### src/rtl/button_debounce_repeat_macros.svh
// Assertion macros for the button debounce block
`ifndef BUTTON_DEBOUNCE_REPEAT_MACROS_SVH
`define BUTTON_DEBOUNCE_REPEAT_MACROS_SVH

`ifndef SYNTH
`define BDR_ASSERT_SAME(lbl, clk, rst_n, ante, cons, msg) \
	lbl: assert property (@(posedge clk) disable iff (!rst_n) (ante) |-> (cons)) \
		else $error(msg);
`define BDR_ASSERT_NEXT(lbl, clk, rst_n, ante, cons, msg) \
	lbl: assert property (@(posedge clk) disable iff (!rst_n) (ante) |=> (cons)) \
		else $error(msg);
`else
`define BDR_ASSERT_SAME(lbl, clk, rst_n, ante, cons, msg)
`define BDR_ASSERT_NEXT(lbl, clk, rst_n, ante, cons, msg)
`endif

`endif

### src/rtl/bdr_pkg.sv
// Shared types and constants for the button debounce block
package bdr_pkg;

	localparam int TIME_W    = 32;
	localparam int DLY_W     = 16;
	localparam int MASK_W    = 8;
	localparam int BTN_IDX_W = 3;
	localparam int KIND_W    = 2;
	localparam int ADDR_W    = 4;
	localparam int DATA_W    = 32;

	localparam logic [MASK_W-1:0] MASK_ALL = 8'hFF;

	// button phases
	localparam logic [1:0] PH_UP       = 2'd0;
	localparam logic [1:0] PH_DEB_DOWN = 2'd1;
	localparam logic [1:0] PH_DOWN     = 2'd2;
	localparam logic [1:0] PH_DEB_UP   = 2'd3;

	// event codes
	localparam logic [KIND_W-1:0] EV_NONE    = 2'd0;
	localparam logic [KIND_W-1:0] EV_PRESS   = 2'd1;
	localparam logic [KIND_W-1:0] EV_REPEAT  = 2'd2;
	localparam logic [KIND_W-1:0] EV_RELEASE = 2'd3;

	// register indexes
	localparam logic [1:0] REG_DEBOUNCE = 2'd0;
	localparam logic [1:0] REG_HOLD     = 2'd1;
	localparam logic [1:0] REG_PERIOD   = 2'd2;

	localparam logic [DLY_W-1:0] DEBOUNCE_RST = 16'd20;
	localparam logic [DLY_W-1:0] HOLD_RST     = 16'd500;
	localparam logic [DLY_W-1:0] PERIOD_RST   = 16'd100;

	typedef struct packed {
		logic [DLY_W-1:0] debounce_time;
		logic [DLY_W-1:0] hold_time;
		logic [DLY_W-1:0] repeat_period;
	} cfg_t;

	typedef struct packed {
		logic load;      // take the poll word, restart the scan
		logic scan;      // evaluate and update the current button
		logic out_now;   // load output register from this cycle's result
		logic save;      // park this cycle's result
		logic out_saved; // load output register from the parked result
	} cmd_t;

	typedef struct packed {
		logic hit;       // current button produced an event
		logic last;      // current button is the last one
		logic out_free;  // output register can take a word this cycle
	} status_t;

	typedef struct packed {
		logic [KIND_W-1:0]    event_kind;
		logic [BTN_IDX_W-1:0] button_index;
	} result_t;

endpackage

### src/rtl/bdr_if.sv
// Handshake interfaces for poll words and event words
interface bdr_poll_if;
	logic                          valid;
	logic                          ready;
	logic [bdr_pkg::TIME_W-1:0]    now_ms;
	logic [bdr_pkg::MASK_W-1:0]    pressed_mask;

	modport source (output valid, output now_ms, output pressed_mask, input ready);
	modport sink (input valid, input now_ms, input pressed_mask, output ready);
endinterface

interface bdr_event_if;
	logic                          valid;
	logic                          ready;
	logic [bdr_pkg::KIND_W-1:0]    event_kind;
	logic [bdr_pkg::BTN_IDX_W-1:0] button_index;

	modport source (output valid, output event_kind, output button_index, input ready);
	modport sink (input valid, input event_kind, input button_index, output ready);
endinterface

### src/rtl/bdr_cfg.sv
// APB register file for the debounce, hold and repeat delays
module bdr_cfg (
	input  logic                         clk,
	input  logic                         arst_n,
	input  logic                         psel,
	input  logic                         penable,
	input  logic                         pwrite,
	input  logic [bdr_pkg::ADDR_W-1:0]   paddr,
	input  logic [bdr_pkg::DATA_W-1:0]   pwdata,
	output logic [bdr_pkg::DATA_W-1:0]   prdata,
	output logic                         pready,
	output bdr_pkg::cfg_t                cfg
);
	import bdr_pkg::*;

	cfg_t       cfg_q;
	logic       wr_en;
	logic [1:0] reg_idx;

	assign pready  = 1'b1;
	assign reg_idx = paddr[ADDR_W-1:2];
	assign wr_en   = psel & penable & pwrite & pready;

	always_ff @(posedge clk or negedge arst_n) begin
		if (!arst_n) begin
			cfg_q.debounce_time <= DEBOUNCE_RST;
			cfg_q.hold_time     <= HOLD_RST;
			cfg_q.repeat_period <= PERIOD_RST;
		end else if (wr_en) begin
			unique case (reg_idx)
				REG_DEBOUNCE: cfg_q.debounce_time <= pwdata[DLY_W-1:0];
				REG_HOLD:     cfg_q.hold_time     <= pwdata[DLY_W-1:0];
				REG_PERIOD:   cfg_q.repeat_period <= pwdata[DLY_W-1:0];
				default: ;
			endcase
		end
	end

	always_comb begin
		unique case (reg_idx)
			REG_DEBOUNCE: prdata = DATA_W'(cfg_q.debounce_time);
			REG_HOLD:     prdata = DATA_W'(cfg_q.hold_time);
			REG_PERIOD:   prdata = DATA_W'(cfg_q.repeat_period);
			default:      prdata = '0;
		endcase
	end

	assign cfg = cfg_q;

endmodule

### src/rtl/bdr_ctrl.sv
// Scan sequencer: accepts a poll, steps through buttons, hands off the event word
module bdr_ctrl (
	input  logic               clk,
	input  logic               arst_n,
	input  logic               poll_valid,
	output logic               poll_ready,
	input  bdr_pkg::status_t   status,
	output bdr_pkg::cmd_t      cmd
);
	import bdr_pkg::*;

	localparam logic [1:0] ST_IDLE = 2'd0;
	localparam logic [1:0] ST_SCAN = 2'd1;
	localparam logic [1:0] ST_HOLD = 2'd2;

	logic [1:0] state_q;
	logic [1:0] state_d;

	assign poll_ready = (state_q == ST_IDLE);

	always_comb begin
		state_d = state_q;
		cmd     = '0;
		unique case (state_q)
			ST_IDLE: begin
				if (poll_valid) begin
					cmd.load = 1'b1;
					state_d  = ST_SCAN;
				end
			end
			ST_SCAN: begin
				cmd.scan = 1'b1;
				if (status.hit || status.last) begin
					if (status.out_free) begin
						cmd.out_now = 1'b1;
						state_d     = ST_IDLE;
					end else begin
						cmd.save = 1'b1;
						state_d  = ST_HOLD;
					end
				end
			end
			ST_HOLD: begin
				if (status.out_free) begin
					cmd.out_saved = 1'b1;
					state_d       = ST_IDLE;
				end
			end
			default: state_d = ST_IDLE;
		endcase
	end

	always_ff @(posedge clk or negedge arst_n) begin
		if (!arst_n) begin
			state_q <= ST_IDLE;
		end else begin
			state_q <= state_d;
		end
	end

endmodule

### src/rtl/bdr_dp.sv
// Per-button state store, elapsed-time compare and output register
module bdr_dp #(
	parameter int BUTTONS = 8
) (
	input  logic                          clk,
	input  logic                          arst_n,
	input  bdr_pkg::cfg_t                 cfg,
	input  bdr_pkg::cmd_t                 cmd,
	output bdr_pkg::status_t              status,
	input  logic [bdr_pkg::TIME_W-1:0]    now_ms,
	input  logic [bdr_pkg::MASK_W-1:0]    pressed_mask,
	output logic                          out_valid,
	input  logic                          out_ready,
	output logic [bdr_pkg::KIND_W-1:0]    event_kind,
	output logic [bdr_pkg::BTN_IDX_W-1:0] button_index
);
	import bdr_pkg::*;

	localparam int IW = (BUTTONS > 1) ? $clog2(BUTTONS) : 1;

	// poll word under scan
	logic [TIME_W-1:0]  now_q;
	logic [BUTTONS-1:0] mask_q;
	logic [IW-1:0]      idx_q;

	// per-button state; ref_q is the press time, then the last repeat time
	logic [1:0]        phase_q   [BUTTONS];
	logic              started_q [BUTTONS];
	logic [TIME_W-1:0] edge_q    [BUTTONS];
	logic [TIME_W-1:0] ref_q     [BUTTONS];

	logic [1:0]        ph;
	logic              down;
	logic [TIME_W-1:0] el_edge;
	logic [TIME_W-1:0] el_ref;
	logic [TIME_W-1:0] deb_lim;
	logic [TIME_W-1:0] rep_lim;
	logic [1:0]        ph_d;
	logic              wr_edge;
	logic              wr_ref;
	logic              set_started;
	logic              clr_started;
	logic [KIND_W-1:0] kind_c;
	result_t           res_c;
	result_t           res_q;
	result_t           out_q;
	logic              out_valid_q;

	assign ph      = phase_q[idx_q];
	assign down    = mask_q[idx_q];
	assign el_edge = now_q - edge_q[idx_q];
	assign el_ref  = now_q - ref_q[idx_q];
	assign deb_lim = TIME_W'(cfg.debounce_time);
	assign rep_lim = started_q[idx_q] ? TIME_W'(cfg.repeat_period) : TIME_W'(cfg.hold_time);

	always_comb begin
		ph_d        = ph;
		wr_edge     = 1'b0;
		wr_ref      = 1'b0;
		set_started = 1'b0;
		clr_started = 1'b0;
		kind_c      = EV_NONE;
		unique case (ph)
			PH_UP: begin
				if (down) begin
					ph_d    = PH_DEB_DOWN;
					wr_edge = 1'b1;
				end
			end
			PH_DEB_DOWN: begin
				if (!down) begin
					ph_d = PH_UP;
				end else if (el_edge >= deb_lim) begin
					ph_d        = PH_DOWN;
					wr_ref      = 1'b1;
					clr_started = 1'b1;
					kind_c      = EV_PRESS;
				end
			end
			PH_DOWN: begin
				if (!down) begin
					ph_d    = PH_DEB_UP;
					wr_edge = 1'b1;
				end else if (el_ref >= rep_lim) begin
					set_started = 1'b1;
					wr_ref      = 1'b1;
					kind_c      = EV_REPEAT;
				end
			end
			PH_DEB_UP: begin
				// bounce back to down keeps the hold and repeat state
				if (down) begin
					ph_d = PH_DOWN;
				end else if (el_edge >= deb_lim) begin
					ph_d   = PH_UP;
					kind_c = EV_RELEASE;
				end
			end
			default: ph_d = PH_UP;
		endcase
	end

	assign res_c.event_kind   = kind_c;
	assign res_c.button_index = (kind_c != EV_NONE) ? BTN_IDX_W'(idx_q) : '0;

	assign status.hit      = (kind_c != EV_NONE);
	assign status.last     = (idx_q == IW'(BUTTONS - 1));
	assign status.out_free = !out_valid_q || out_ready;

	always_ff @(posedge clk) begin
		if (cmd.load) begin
			now_q  <= now_ms;
			mask_q <= pressed_mask[BUTTONS-1:0] & MASK_ALL[BUTTONS-1:0];
		end
		if (cmd.scan && wr_edge) begin
			edge_q[idx_q] <= now_q;
		end
		if (cmd.scan && wr_ref) begin
			ref_q[idx_q] <= now_q;
		end
		if (cmd.save) begin
			res_q <= res_c;
		end
		if (cmd.out_now) begin
			out_q <= res_c;
		end else if (cmd.out_saved) begin
			out_q <= res_q;
		end
	end

	always_ff @(posedge clk or negedge arst_n) begin
		if (!arst_n) begin
			idx_q       <= '0;
			out_valid_q <= 1'b0;
			for (int b = 0; b < BUTTONS; b++) begin
				phase_q[b]   <= PH_UP;
				started_q[b] <= 1'b0;
			end
		end else begin
			if (cmd.load) begin
				idx_q <= '0;
			end else if (cmd.scan && !status.last) begin
				idx_q <= idx_q + IW'(1);
			end
			if (cmd.scan) begin
				phase_q[idx_q] <= ph_d;
				if (set_started) begin
					started_q[idx_q] <= 1'b1;
				end else if (clr_started) begin
					started_q[idx_q] <= 1'b0;
				end
			end
			if (cmd.out_now || cmd.out_saved) begin
				out_valid_q <= 1'b1;
			end else if (out_ready) begin
				out_valid_q <= 1'b0;
			end
		end
	end

	assign out_valid    = out_valid_q;
	assign event_kind   = out_q.event_kind;
	assign button_index = out_q.button_index;

endmodule

### src/rtl/button_debounce_repeat.sv
// Button debouncer with auto-repeat, one event word per poll word.
// The poll is taken first, then the buttons are scanned in order (up to BUTTONS) until one produces an event,
// with the event word registered at the output when the scan ends, or parked until the output is free.
// The scan visits one button per cycle; a new poll is not taken until the event word is in the output register.
// A new poll is taken while the previous event word waits at the output.
// arst_n clears all buttons to up and restores delays to 20, 500 and 100 ms.
`include "button_debounce_repeat_macros.svh"

module button_debounce_repeat #(
	parameter int BUTTONS = 8
) (
	input  logic                       clk,
	input  logic                       arst_n,
	bdr_poll_if.sink                   poll,
	bdr_event_if.source                result,
	input  logic                       psel,
	input  logic                       penable,
	input  logic                       pwrite,
	input  logic [bdr_pkg::ADDR_W-1:0] paddr,
	input  logic [bdr_pkg::DATA_W-1:0] pwdata,
	output logic [bdr_pkg::DATA_W-1:0] prdata,
	output logic                       pready
);
	import bdr_pkg::*;

	cfg_t    cfg;
	cmd_t    cmd;
	status_t status;

	bdr_cfg u_cfg (
		.clk     (clk),
		.arst_n  (arst_n),
		.psel    (psel),
		.penable (penable),
		.pwrite  (pwrite),
		.paddr   (paddr),
		.pwdata  (pwdata),
		.prdata  (prdata),
		.pready  (pready),
		.cfg     (cfg)
	);

	bdr_ctrl u_ctrl (
		.clk        (clk),
		.arst_n     (arst_n),
		.poll_valid (poll.valid),
		.poll_ready (poll.ready),
		.status     (status),
		.cmd        (cmd)
	);

	bdr_dp #(
		.BUTTONS (BUTTONS)
	) u_dp (
		.clk          (clk),
		.arst_n       (arst_n),
		.cfg          (cfg),
		.cmd          (cmd),
		.status       (status),
		.now_ms       (poll.now_ms),
		.pressed_mask (poll.pressed_mask),
		.out_valid    (result.valid),
		.out_ready    (result.ready),
		.event_kind   (result.event_kind),
		.button_index (result.button_index)
	);

	`BDR_ASSERT_NEXT(a_busy_after_poll, clk, arst_n, poll.valid && poll.ready, !poll.ready, "poll taken while a scan is running")
	`BDR_ASSERT_NEXT(a_word_after_load, clk, arst_n, cmd.out_now || cmd.out_saved, result.valid, "event word not presented after load")
	`BDR_ASSERT_SAME(a_none_index_zero, clk, arst_n, result.valid && (result.event_kind == EV_NONE), result.button_index == '0, "empty event word carries a button index")
	`BDR_ASSERT_SAME(a_cmd_exclusive, clk, arst_n, 1'b1, $onehot0({cmd.load, cmd.save, cmd.out_now, cmd.out_saved}), "conflicting sequencer commands")

endmodule
### src/flat_wrapper.sv
// flat-port wrapper written by rule: the top's interface ports become plain ports
module button_debounce_repeat_flat import bdr_pkg::*;
#(
	parameter int BUTTONS = 8
)
  (clk, arst_n, psel, penable, pwrite, paddr, pwdata, prdata, pready, poll_valid, poll_now_ms, poll_pressed_mask, poll_ready, result_valid, result_event_kind, result_button_index, result_ready);
  bdr_poll_if poll_i ();
  bdr_event_if result_i ();
  input  logic clk;
  input  logic arst_n;
  input  logic psel;
  input  logic penable;
  input  logic pwrite;
  input  logic [bdr_pkg::ADDR_W-1:0] paddr;
  input  logic [bdr_pkg::DATA_W-1:0] pwdata;
  output logic [bdr_pkg::DATA_W-1:0] prdata;
  output logic pready;
  input wire logic [$bits(poll_i.valid)-1:0] poll_valid;
  input wire logic [$bits(poll_i.now_ms)-1:0] poll_now_ms;
  input wire logic [$bits(poll_i.pressed_mask)-1:0] poll_pressed_mask;
  output wire logic [$bits(poll_i.ready)-1:0] poll_ready;
  output wire logic [$bits(result_i.valid)-1:0] result_valid;
  output wire logic [$bits(result_i.event_kind)-1:0] result_event_kind;
  output wire logic [$bits(result_i.button_index)-1:0] result_button_index;
  input wire logic [$bits(result_i.ready)-1:0] result_ready;
  assign poll_i.valid = poll_valid;
  assign poll_i.now_ms = poll_now_ms;
  assign poll_i.pressed_mask = poll_pressed_mask;
  assign poll_ready = poll_i.ready;
  assign result_valid = result_i.valid;
  assign result_event_kind = result_i.event_kind;
  assign result_button_index = result_i.button_index;
  assign result_i.ready = result_ready;
  button_debounce_repeat #(.BUTTONS(BUTTONS)) u_core (.clk(clk), .arst_n(arst_n), .poll(poll_i), .result(result_i), .psel(psel), .penable(penable), .pwrite(pwrite), .paddr(paddr), .pwdata(pwdata), .prdata(prdata), .pready(pready));
endmodule
### config.mk
export PLATFORM = sky130hd
export DESIGN_NAME = button_debounce_repeat_flat
export DESIGN_NICKNAME = d
export VERILOG_FILES = /design/src/rtl/bdr_pkg.sv /design/src/rtl/bdr_if.sv /design/src/rtl/bdr_cfg.sv /design/src/rtl/bdr_ctrl.sv /design/src/rtl/bdr_dp.sv /design/src/rtl/button_debounce_repeat.sv /design/src/flat_wrapper.sv
export VERILOG_INCLUDE_DIRS = /design/src /design/src/rtl
export SDC_FILE = /design/constraint.sdc
export NUM_CORES = 1
export LEC_CHECK = 0
export ABC_CLOCK_PERIOD_IN_PS = 7590
export BUFFER_PORTS_ARGS = -buffer_cell sky130_fd_sc_hd__buf_2
export CORE_MARGIN = 8
export CORE_UTILIZATION = 24
export CTS_BUF_LIST = sky130_fd_sc_hd__clkbuf_4 sky130_fd_sc_hd__clkbuf_8 sky130_fd_sc_hd__clkbuf_16
export DETAILED_ROUTE_END_ITERATION = 16
export GPL_ROUTABILITY_DRIVEN = 0
export RECOVER_POWER = 25
export SLEW_MARGIN = 30
export SYNTH_ARGS = -nofsm -noshare
export SYNTH_HDL_FRONTEND = slang
export SYNTH_SLANG_ARGS = --single-unit
### constraint.sdc
create_clock -name clk -period 7.59 [get_ports clk]
set_input_delay 0.3795 -clock clk [delete_from_list [all_inputs] [get_ports clk]]
set_output_delay 0.3795 -clock clk [all_outputs]
set_load 0.01 [all_outputs]
==> impl_metrics.tcl <==
set metrics [dict create \
    synth.top_cells.by_area "edfxtp_1 (59%), a22oi_1 (6.6%), dfrtp_1 (5.9%), ha_1 (4.6%), mux2_2 (1.9%)" \
    period_share 0.9630 \
    num-nets-final 2406 \
    post_drt_via_cell_ratio 4.850 \
    powerDensity_nw_per_um2 439.3 \
    violations "max-capacitance violations, max-slew violations" \
    diodes 0 \
    synth_top_area_frac 0.5942 \
    io_pins 123 \
    setup_ws_ns 0.2805 \
    place_inst 3624 \
    min_period_ns 7.309 \
    hold_violations 0 \
    start_util 0.2412 \
    cts_root_buffer "clkbuf_16" \
    critPathCaptureType "flip-flop" \
    slowest_stage "or4_1" \
    tns_ns 0 \
    synth_top_cell_by_area "edfxtp_1" \
    core.rowCount 126 \
    clk_pin_slew_ns 0.06 \
    grt_overflow 0 \
    post-place-ws_ns 0.2059 \
    grt_pass1_wl_um 121900 \
    die_h_um 360.0 \
    max_clock_freq_mhz 136.8 \
    worst_setup_path_start_kind "flip-flop" \
    final_common_cell "edfxtp_1" \
    num_vias 18469 \
    timing.critical_path.fanout_max 32 \
    critical-path-max-stage-delay_ns 0.71 \
    placed_area_um2 31230 \
    slew_headroom -1.919 \
    wl_per_cell_um 21.79 \
    required_ns 7.92 \
    design.core.area_um2 117800 \
    ys.flop_type "edfxtp_1" \
    cts_tree "yes" \
    ir_worst_vdd_uv 217.0 \
    synthCells 2027 \
    layout_common_cells "edfxtp_1 (562), a22oi_1 (248), nand2_1 (123), o21ai_0 (105), ha_1 (104)" \
    dieArea_um2 129600 \
    final_cells 3808 \
    dr.pass1.iters 7 \
    worst_pin_slew_ns 4.378 \
    rsz0062_at_grt "false" \
    ys_types 72 \
    outcome "finished, violations left" \
    area_growth_syn_to_layout_pct 19.79 \
    ys_warn_count 0 \
    finalWirelength_um 82980 \
    netlist_area_um2 28400 \
    clock_latency_ns 0.62 \
    drt_iter0_drc 1851 \
    worstPathArrival_ns 7.64 \
    async_flop_share 0.1219 \
    drtAntennaViolNets 0 \
    io_buffers 87 \
    drc 0 \
    die_w_um 360.0 \
    critical_path_class "reg2reg" \
    fillCellCount 11778 \
    numCtsBuffers 70 \
    cts_htree_levels 3 \
    stdcell_area_um2 34020 \
    path_cells "buf_4 -> and3_2 -> buf_4 -> a22oi_1 -> and4_1 -> ha_1 -> a21oi_1 -> o21ai_0 -> a221o_1 -> nor2_1 -> xnor2_1 -> ha_1 -> a21oi_1 -> nand2_1 -> a211oi_1 -> nand4_1 -> a2111oi_0 -> nand4_1 -> or4_1 -> nand3_2 -> a21boi_4 -> nand3b_4 -> nor3_4 -> buf_12" \
    hold_ws_ns 0.04507 \
    cts.sinks 640 \
    antenna_found_initial 3 \
    syn_area_per_cell_um2 14.01 \
    hpwlAfterDp_um 54180 \
    min_path_type "in2reg" \
    grt_pass1_vias 18126 \
    grt_usage 0.1226 \
    ys_seq_area_frac 0.6635 \
    power.leakage_nw 11.55 \
    clock_path_buffers 3 \
    ys_ff_latch 640 \
    grt_max_degree 79 \
    cp_num_buf_inv 3 \
    clock-skew-final_ns 0.02521 \
    setup-violations-final 0 \
    maxCapViolCount 2 \
    drv_slew 79 \
    drive_gt1_frac 0.1532 \
    path_delay_family "simple AND/OR/NAND/NOR gates" \
    synth-edff-count 562 \
]
-- power by group --
group	switching [W]	internal [W]
logic	0.00443	0.00259
registers	0.000222	0.00435
clock network	0.00141	0.00194
total	0.00607	0.00888
-- kinds of logic after synthesis --
family,Yosys count,synth area share
adder cells (fa/ha/maj),106,0.04723
AO/OA/AOI/OAI,576,0.1397
other,2,0.0002644
flip-flops,640,0.6635
buffers and inverters,157,0.02361
AND/OR/NAND/NOR,413,0.07776
XOR/XNOR,44,0.01357
multiplexers,89,0.03436
-- final timing paths --
path | start | end | slack (ns) | cells after the start
max | u_core.u_dp.idx_q[0]$_DFFE_PN0P_ | u_core.u_dp.ref_q[5][15]$_DFFE_PP_ | 0.28 | 24
min in group asynchronous | arst_n | asynchronous set/reset pin | 1.89 | 2
min | pwdata[0] | u_core.u_cfg.cfg[32]$_DFFE_PN0P_ | 0.05 | 2
max reg2reg | u_core.u_dp.idx_q[0]$_DFFE_PN0P_ | u_core.u_dp.ref_q[5][15]$_DFFE_PP_ | 0.28 | 24
max in group asynchronous | arst_n | u_core.u_cfg.cfg[16]$_DFFE_PN0P_ | 3.25 | 2
min reg2reg | u_core.u_dp.phase_q[15]$_DFFE_PN0P_ | u_core.u_dp.phase_q[15]$_DFFE_PN0P_ | 0.49 | 2
-- metal layers --
metal / up-vias / GRT usage / routed length, um
li1: 8396 / - / -
met1: 9337 / 0.1676 / 37140
met2: 623 / 0.1993 / 38670
met3: 109 / 0.02313 / 5162
met4: 4 / 0.03199 / 1986
met5: - / 0 / 27
-- stage by stage --
step | total power (W) | utilization
final | 0.01495 | 0.2889
after global routing | 0.01586 | 0.2889
after CTS | 0.01494 | 0.2890
after detailed placement | 0.01153 | 0.2652
after global placement | 0.01150 | 0.2651
after floorplan | 0.009249 | -
-- registers in the layout (all words and copies together), names as in the netlist, 2 cells and up, named ones only --
| register | count |
|---|---|
| u_core.u_cfg.cfg | 48 |
| u_core.u_dp.ref_q | 256 |
| u_core.u_dp.now_q | 32 |
| u_core.u_dp.edge_q | 256 |
| u_core.u_ctrl.state_q | 2 |
| u_core.u_dp.button_index | 3 |
| u_core.u_dp.idx_q | 3 |
| u_core.u_dp.phase_q | 16 |
| u_core.u_dp.event_kind | 2 |
| u_core.u_dp.res_q | 5 |
| u_core.u_dp.mask_q | 8 |
-- area by class of cell --
type                            count  area (um^2)  area share
Sequential cell                   640        18840      0.5538
Inverter                           42        157.7    0.004634
Tap cell                         1536         1922     0.05649
Timing Repair Buffer              218         1709     0.05024
Multi-Input combinational cell   1245         9109      0.2677
Clock inverter                     40        341.6     0.01004
Clock buffer                       87         1939     0.05701
-- Yosys cell counts, drive strengths merged, types with 27 or more instances --
cell type and number:
a22oi 248, xnor2 28, clkbuf 80, nand2 123
nor2 75, and4 58, dfrtp 67, buf 35
mux2i 39, inv 42, nand3 27, o21ai 108
ha 104, a21oi 87, mux2 48, edfxtp 562
-- what timing repair did --
item,4_1_cts,5_1_grt
setup buffers,0,5
gates resized for setup,0,5
endpoints found under the setup margin,0,278
hold buffers,52,0
hold endpoints to repair,118,0
(Power assumes the default switching activity.)
